==> config.mk <==
export PLATFORM = sky130hd
export DESIGN_NAME = mmp_ctrl
export DESIGN_NICKNAME = d
export VERILOG_FILES = /design/src/rtl/markov_miss_prefetcher_top_defines.svh /design/src/rtl/mmp_pkg.sv /design/src/rtl/mmp_ctrl.sv
export SDC_FILE = /design/constraint.sdc
export NUM_CORES = 1
export LEC_CHECK = 0
export ABC_AREA = 1
export BUFFER_PORTS_ARGS = -buffer_cell sky130_fd_sc_hd__buf_2
export CAP_MARGIN = 25
export CORE_AREA = 2 2 39 41
export DETAILED_ROUTE_END_ITERATION = 10
export DIE_AREA = 0 0 41 43
export PLACE_DENSITY_LB_ADDON = 0.08
export SYNTH_ARGS = -nofsm -noshare
export SYNTH_HDL_FRONTEND = slang
export SYNTH_SLANG_ARGS = --single-unit
==> constraint.sdc <==
create_clock -name aclk -period 2.7 [get_ports aclk]
set_clock_uncertainty 0.2 [all_clocks]
set_input_delay 0.405 -clock aclk [delete_from_list [all_inputs] [get_ports aclk]]
set_output_delay 0.405 -clock aclk [all_outputs]
set_load 0.02 [all_outputs]
==> src/rtl/markov_miss_prefetcher_top_defines.svh <==
// ----------------------------------------------------------------------------
// Markov miss prefetcher assertion macros
// Shared concurrent assertion forms, clocked on aclk and gated by reset.
// ----------------------------------------------------------------------------
`ifndef MARKOV_MISS_PREFETCHER_TOP_DEFINES_SVH
`define MARKOV_MISS_PREFETCHER_TOP_DEFINES_SVH

// same-cycle implication
`define MMP_ASSERT_IMP(label, ante, cons, msg) \
    label: assert property (@(posedge aclk) disable iff (!aresetn) \
        (ante) |-> (cons)) else $error(msg);

// next-cycle implication
`define MMP_ASSERT_NXT(label, ante, cons, msg) \
    label: assert property (@(posedge aclk) disable iff (!aresetn) \
        (ante) |=> (cons)) else $error(msg);

`endif

==> src/rtl/mmp_pkg.sv <==
// ----------------------------------------------------------------------------
// mmp_pkg
// Widths, table geometry, register indexes and controller/datapath types.
// ----------------------------------------------------------------------------
`default_nettype none

package mmp_pkg;

    localparam int ADDR_W          = 48;
    localparam int PRIO_W          = 2;
    localparam int CNT_W           = 32;
    localparam int BSL_W           = 4;
    localparam int PSL_W           = 5;
    localparam int CFG_W           = 5;
    localparam int CFG_IDX_W       = 1;

    // row count kept a power of two so the row index is a bit slice
    localparam int TABLE_ROWS_LOG2 = 10;
    localparam int TABLE_ROWS      = 1 << TABLE_ROWS_LOG2;
    localparam int ROW_W           = TABLE_ROWS_LOG2;

    localparam int DEGREE          = 4;
    localparam int SLOT_W          = (DEGREE > 1) ? $clog2(DEGREE) : 1;
    localparam int XC_W            = $clog2(DEGREE + 1);
    localparam int MAX_RES         = 4;
    localparam int EMIT_W          = $clog2(MAX_RES);

    localparam logic [BSL_W-1:0] BSL_RESET = BSL_W'(6);
    localparam logic [PSL_W-1:0] PSL_RESET = PSL_W'(12);

    localparam logic [CFG_IDX_W-1:0] CFG_BLOCK_SIZE_LOG2 = CFG_IDX_W'(0);
    localparam logic [CFG_IDX_W-1:0] CFG_PAGE_SIZE_LOG2  = CFG_IDX_W'(1);

    typedef logic [DEGREE-1:0][ADDR_W-1:0] mmp_row_t;

    typedef struct packed {
        logic clr_step;   // write zero row, advance clear index
        logic ld_in;      // capture incoming miss word
        logic rd_prev;    // read row of previous miss
        logic learn_wr;   // write trained row back
        logic rd_cur;     // read row of current miss, retire previous
        logic scan;       // classify slots, update page-cross count
        logic emit;       // load one prefetch into output register
    } mmp_cmd_t;

    typedef struct packed {
        logic clr_last;
        logic same_addr;
        logic prev_nz;
        logic pend_any;
        logic out_free;
        logic emit_last;
    } mmp_sts_t;

endpackage

`default_nettype wire

==> src/rtl/mmp_ctrl.sv <==
// ----------------------------------------------------------------------------
// mmp_ctrl
// Sequencer: table clear after reset, then train / lookup / emit per miss.
// ----------------------------------------------------------------------------
`default_nettype none

module mmp_ctrl import mmp_pkg::*; (
    input  wire logic     aclk,
    input  wire logic     aresetn,
    input  wire logic     s_valid,
    output logic          s_ready,
    input  wire mmp_sts_t sts,
    output mmp_cmd_t      cmd
);

    typedef enum logic [2:0] {
        ST_CLEAR,
        ST_IDLE,
        ST_LOOKUP,
        ST_LEARN,
        ST_READ_CUR,
        ST_SCAN,
        ST_EMIT
    } state_t;

    state_t state_reg;
    state_t state_next;

    always_comb begin
        cmd          = '0;
        cmd.clr_step = (state_reg == ST_CLEAR);
        cmd.ld_in    = (state_reg == ST_IDLE) && s_valid;
        cmd.rd_prev  = (state_reg == ST_LOOKUP) && !sts.same_addr && sts.prev_nz;
        cmd.learn_wr = (state_reg == ST_LEARN);
        cmd.rd_cur   = (state_reg == ST_READ_CUR);
        cmd.scan     = (state_reg == ST_SCAN);
        cmd.emit     = (state_reg == ST_EMIT) && sts.pend_any && sts.out_free;
        s_ready      = (state_reg == ST_IDLE);
    end

    always_comb begin
        state_next = state_reg;
        case (state_reg)
            ST_CLEAR: begin
                if (sts.clr_last) state_next = ST_IDLE;
            end
            ST_IDLE: begin
                if (s_valid) state_next = ST_LOOKUP;
            end
            ST_LOOKUP: begin
                if (sts.same_addr)    state_next = ST_IDLE;
                else if (sts.prev_nz) state_next = ST_LEARN;
                else                  state_next = ST_READ_CUR;
            end
            ST_LEARN:    state_next = ST_READ_CUR;
            ST_READ_CUR: state_next = ST_SCAN;
            ST_SCAN:     state_next = ST_EMIT;
            ST_EMIT: begin
                if (!sts.pend_any)                 state_next = ST_IDLE;
                else if (cmd.emit && sts.emit_last) state_next = ST_IDLE;
            end
            default:     state_next = ST_IDLE;
        endcase
    end

    always_ff @(posedge aclk) begin
        if (!aresetn) begin
            state_reg <= ST_CLEAR;
        end else begin
            state_reg <= state_next;
        end
    end

endmodule

`default_nettype wire

==> out/results.txt, run 1 <==
post-CTS setup repair buffer count: 0
Wirelength per Cell: 7.69 um
area of the multi-input gates: 193 um^2
DR vias: 361
Hold-fix buffers, CTS: 0
CTS tree: done
antenna violations before repair: 0
Num CTS Buffers: 3
max-slew violations: 0
Seq cells post-synth: 3
CP max stage cell: dfxtp_1
Max Cap Violations: 0
GRT Resource Usage Total: 9.54%
Layout area overhead: 42.4%
Worst Path Buf+Inv: 2
H-Tree Depth: 1
First DRT Iteration DRCs: 7
max reg flops: 3
highest clock rate: 561 MHz
cell total after placement: 86
total negative setup slack: 0 ns
largest net degree at the start of global routing: 8
dpl ws: 1.14 ns
Net Sw Frac: 29.5%
P per Cell Area: 396 mW/mm^2
Post-DRT Antenna Nets: 0
Max Root-Sink Buffers: 2
Slew @ Worst Pin: 0.243 ns
Internal: 0.118 mW
Worst Path Arrival: 1.18 ns
Post-Syn Instances: 54
drt first pass iters: 4
num rows: 14
CP Class: reg -> out
Tmin final: 1.78 ns
nets@finish: 85
critical path required time: 2.10 ns
Initial Util: 21.5%
Die H: 43 um
vias in the first global route: 312
# resized after CTS: 0
number of port buffers: 16
synthesized area: 298 um^2
sw power: 0.0495 mW
VDD IR max: 0.000219 V
Hold Crit Class: in -> reg
syn_nets: 64
Clock Latency Late Sink: 0.23 ns
Sequential Power Share: 29.9%
# IOs: 17
Syn. warnings: 0
delay of the slowest critical-path stage: 0.44 ns
Avg Cell Area, Syn: 5.51 um^2
Vias/cell: 4.01
Tcrit/Tclk final: 66.0%
final worst slack: 0.917 ns
Leak: 0.267 nW
crit-path max FO: 5
CORE AREA: 0.00138 mm^2
Clk pwr share: 45.7%
combinational power share: 24.4%
sequential-to-total area share from yosys stat: 20.2%
Final Setup Violations: 0
first-pass GRT wire length: 1.10 mm
count of cell types in the netlist: 13
CP top delay family: flip-flops
crit start category: flip-flop
CTS Sinks: 3
CP endpoint kind: output pin
Die Footprint: 0.00176 mm^2
Detailed Place HPWL: 590 um
Finished Layout Cells: 90
clock-pin transition on the worst setup and hold timing paths: 0.04 ns
register area: 60.1 um^2
Post-Route WL: 692 um
Post-route DRC: 0
CTS root buf: clkbuf_4
Die Width: 41 um
total congestion overflow: 0
FILL cells: 168
layout cell share with drive strength beyond 1: 37.8%
GPL Wtd Cong: 0.750
Rel. slew slack: 83.8%
Hold Vio Cnt, Final: 0
worst path cell trace: inv_2, nor2_2, nand2_2, nor2_1, buf_2
status: complete, no violations
RSZ-0062 raised after global routing: false
antenna cells: 0
layer usage:
metal	vias up	wire, um	track usage (%)
li1	205	-	-
met1	148	337	11.3
met2	8	317	13.1
met3	0	37	4.71
met4	0	0	6.00
met5	-	0	0
synth_stat cells, drive strengths merged:
library cell  count  area, um^2
nand3b            2        15.0
and3              1        6.26
nand2            11        46.3
ha                1        12.5
inv              12        45.0
nor3              2        10.0
nor2             16        72.6
dfxtp             3        60.1
nand3             6        30.0
kinds of logic (layout without fill, tap and decap cells):
kind of cell	count (synthesis)	after routing	synth area share, %
adder cells (fa/ha/maj)	1	1	4.20
buffers and inverters	12	32	15.1
flip-flops	3	3	20.2
AND/OR/NAND/NOR	38	38	60.5
stage by stage:
step                      total power [mW]  hold slack [ns]  utilization (%)  area, um^2
final                                0.168            0.228             30.7         424
after CTS                            0.174            0.218             30.7         424
after global routing                 0.183            0.242             30.7         424
after detailed placement            0.0924            0.461             28.8         398
after global placement              0.0929            0.463             28.8         398
after floorplan                     0.0784            0.340                -         298
cell usage in the layout, fill, tap and decap left out, drive strengths merged:
cell    Yosys  final
buf         0     16
nor2       16     16
inv        12     12
nand2      11     11
nand3       6      6
clkbuf      0      4
dfxtp       3      3
nor3        2      2
nand3b      2      2
and3        1      1
ha          1      1
worst paths after layout:
path,start,end,slack [ns],cells past startpoint
max,state_reg[0],cmd[5],0.92,5
min,aresetn,state_reg[1],0.23,3
max reg2reg,state_reg[1],state_reg[0],1.23,6
min reg2reg,state_reg[2],state_reg[0],0.54,4
worst reg2reg max path: cells and delay by family (launching register included):
kind / cells / cell delay, ns
fa+ha+maj: 1 / 0.31
simple gates: 4 / 0.37
flops: 1 / 0.41
buf+inv: 1 / 0.08
power by group through the flow:
stage | Clock (mW) | Sequential, mW | Combinational [mW]
floorplan | 0 | 0.0503 | 0.0281
global placement | 0 | 0.0508 | 0.0421
detailed placement | 0 | 0.0510 | 0.0414
CTS | 0.0824 | 0.0503 | 0.0416
global route | 0.0869 | 0.0506 | 0.0459
finish | 0.0768 | 0.0502 | 0.0409
final cells by class:
type	count	area share, %
multi-input combinational	39	45.4
timing repair buffer	16	18.9
sequential	3	14.2
inverter	12	10.6
clock buffer	4	6.19
tap	16	4.72
Power figures use the tool's default switching activity.
==> inputs of run 2 (changes only) <==
Clock period 2.7 ns to 1.8 ns, I/O delays scaled along.
==> run 2 against run 1 <==
Effect of this change:
- combinational power is 50% higher
- non-clock buffer count stayed put
- largest power group unchanged
- core utilization stayed put
- first-iteration DRC count is 71% lower
- design area stayed put
==> out/results.txt, run 2 (same netlist as run 1, synthesis figures left out) <==
status: complete, no violations
Max Cap Violations: 0
CP Class: reg -> out
Die Width: 41 um
CTS Sinks: 3
Leak: 0.267 nW
Clock Latency Late Sink: 0.23 ns
Worst Path Arrival: 1.18 ns
delay of the slowest critical-path stage: 0.43 ns
GRT Resource Usage Total: 9.84%
Max Root-Sink Buffers: 2
CTS tree: done
Slew @ Worst Pin: 0.244 ns
crit path to: cmd[5]
Hold Crit Class: in -> reg
CORE AREA: 0.00138 mm^2
Rel. slew slack: 83.7%
met1 Use GR: 12.2%
Power, Total: 0.252 mW
most common cell after layout, fill and taps aside: buf_2
Initial Util: 21.5%
largest net degree at the start of global routing: 8
antenna violations before repair: 0
Hold-fix buffers, CTS: 0
Tmin final: 1.65 ns
CTS root buf: clkbuf_4
Num CTS Buffers: 3
Die H: 43 um
RSZ-0062 raised after global routing: false
dpl ws: 0.321 ns
First DRT Iteration DRCs: 2
Tcrit/Tclk final: 91.9%
GRT busiest layer: met2
Wirelength per Cell: 7.72 um
post-CTS setup repair buffer count: 0
Post-route DRC: 0
final worst slack: 0.146 ns
num rows: 14
DR vias: 374
max reg flops: 3
worst path cell trace: inv_2, nor2_2, nand2_2, nor2_1, buf_2
reg-to-reg slack, setup: 0.33 ns
# resized after CTS: 0
WHS: 0.0914 ns
total negative setup slack: 0 ns
Vias/cell: 4.16
crit start category: flip-flop
Final Setup Violations: 0
post-route core utilization: 30.7%
Post-DRT Antenna Nets: 0
clock-pin transition on the worst setup and hold timing paths: 0.04 ns
worst reg2reg path depth: 6
vias in the first global route: 324
Post-Route WL: 695 um
total congestion overflow: 0
crit path launch: state_reg[0]
met2 usage: 14.1%
Detailed Place HPWL: 596 um
crit-path max FO: 5
layout cell share with drive strength beyond 1: 37.8%
GPL Wtd Cong: 0.723
number of port buffers: 16
r2r startpoint: state_reg[1]
nets@finish: 85
# IOs: 17
critical path required time: 1.33 ns
Hold Vio Cnt, Final: 0
P per Cell Area: 595 mW/mm^2
Die Footprint: 0.00176 mm^2
VDD IR max: 0.000330 V
max-slew violations: 0
CP max stage cell: dfxtp_1
commonest cells after routing, fill and taps aside: buf_2 (16), nor2_1 (13), nand2_1 (9)
first-pass GRT wire length: 1.17 mm
highest clock rate: 604 MHz
Reg2Reg Capture Point: state_reg[0]
Layout area overhead: 42.4%
antenna cells: 0
met3 Use GR: 4.71%
H-Tree Depth: 1
drt first pass iters: 3
CP endpoint kind: output pin
-- run 2: cell counts in the layout (fill, tap and decap cells not counted) --
Identical to the previous run, type by type.
-- run 2: final cells by class --
type                       count  area, um^2
timing repair buffer          16        80.1
inverter                      12        45.0
multi-input combinational     39         193
sequential                     3        60.1
tap                           16        20.0
clock buffer                   4        26.3
fill                         167         960
-- run 2: worst min-delay path by stage --
stage / from / depth (start not counted) / end
5_1_grt: aresetn / 3 / state_reg[0]
3_5_place_dp: aresetn / 3 / state_reg[1]
3_3_place_gp: aresetn / 3 / state_reg[2]
6_report: aresetn / 3 / state_reg[1]
2_1_floorplan: aresetn / 2 / state_reg[1]
4_1_cts: aresetn / 3 / state_reg[1]
-- run 2: report_power, final --
part	internal, mW	leakage [nW]	switching, mW
combinational	0.0247	0.227	0.0368
clock	0.0829	0.0150	0.0329
sequential	0.0699	0.0245	0.00526
total	0.178	0.267	0.0749
-- run 2: metal layers --
metal | wire length [um] | vias up
li1 | - | 205
met1 | 334 | 161
met2 | 327 | 8
met3 | 33 | 0
met4 | 0 | 0
met5 | 0 | -
-- run 2: worst max-delay path: cells and delay by family, from the launching register on --
kind                   cells  cell delay [ns]
DFF                        1             0.43
buffers and inverters      2             0.21
and+or+nand+nor            3             0.31
-- run 2: through the flow --
stage               cell area (um^2)  std cells
CTS                              424         90
global route                     424         90
global placement                 398         86
detailed placement               398         86
finish                           424         90
floorplan                        298         54
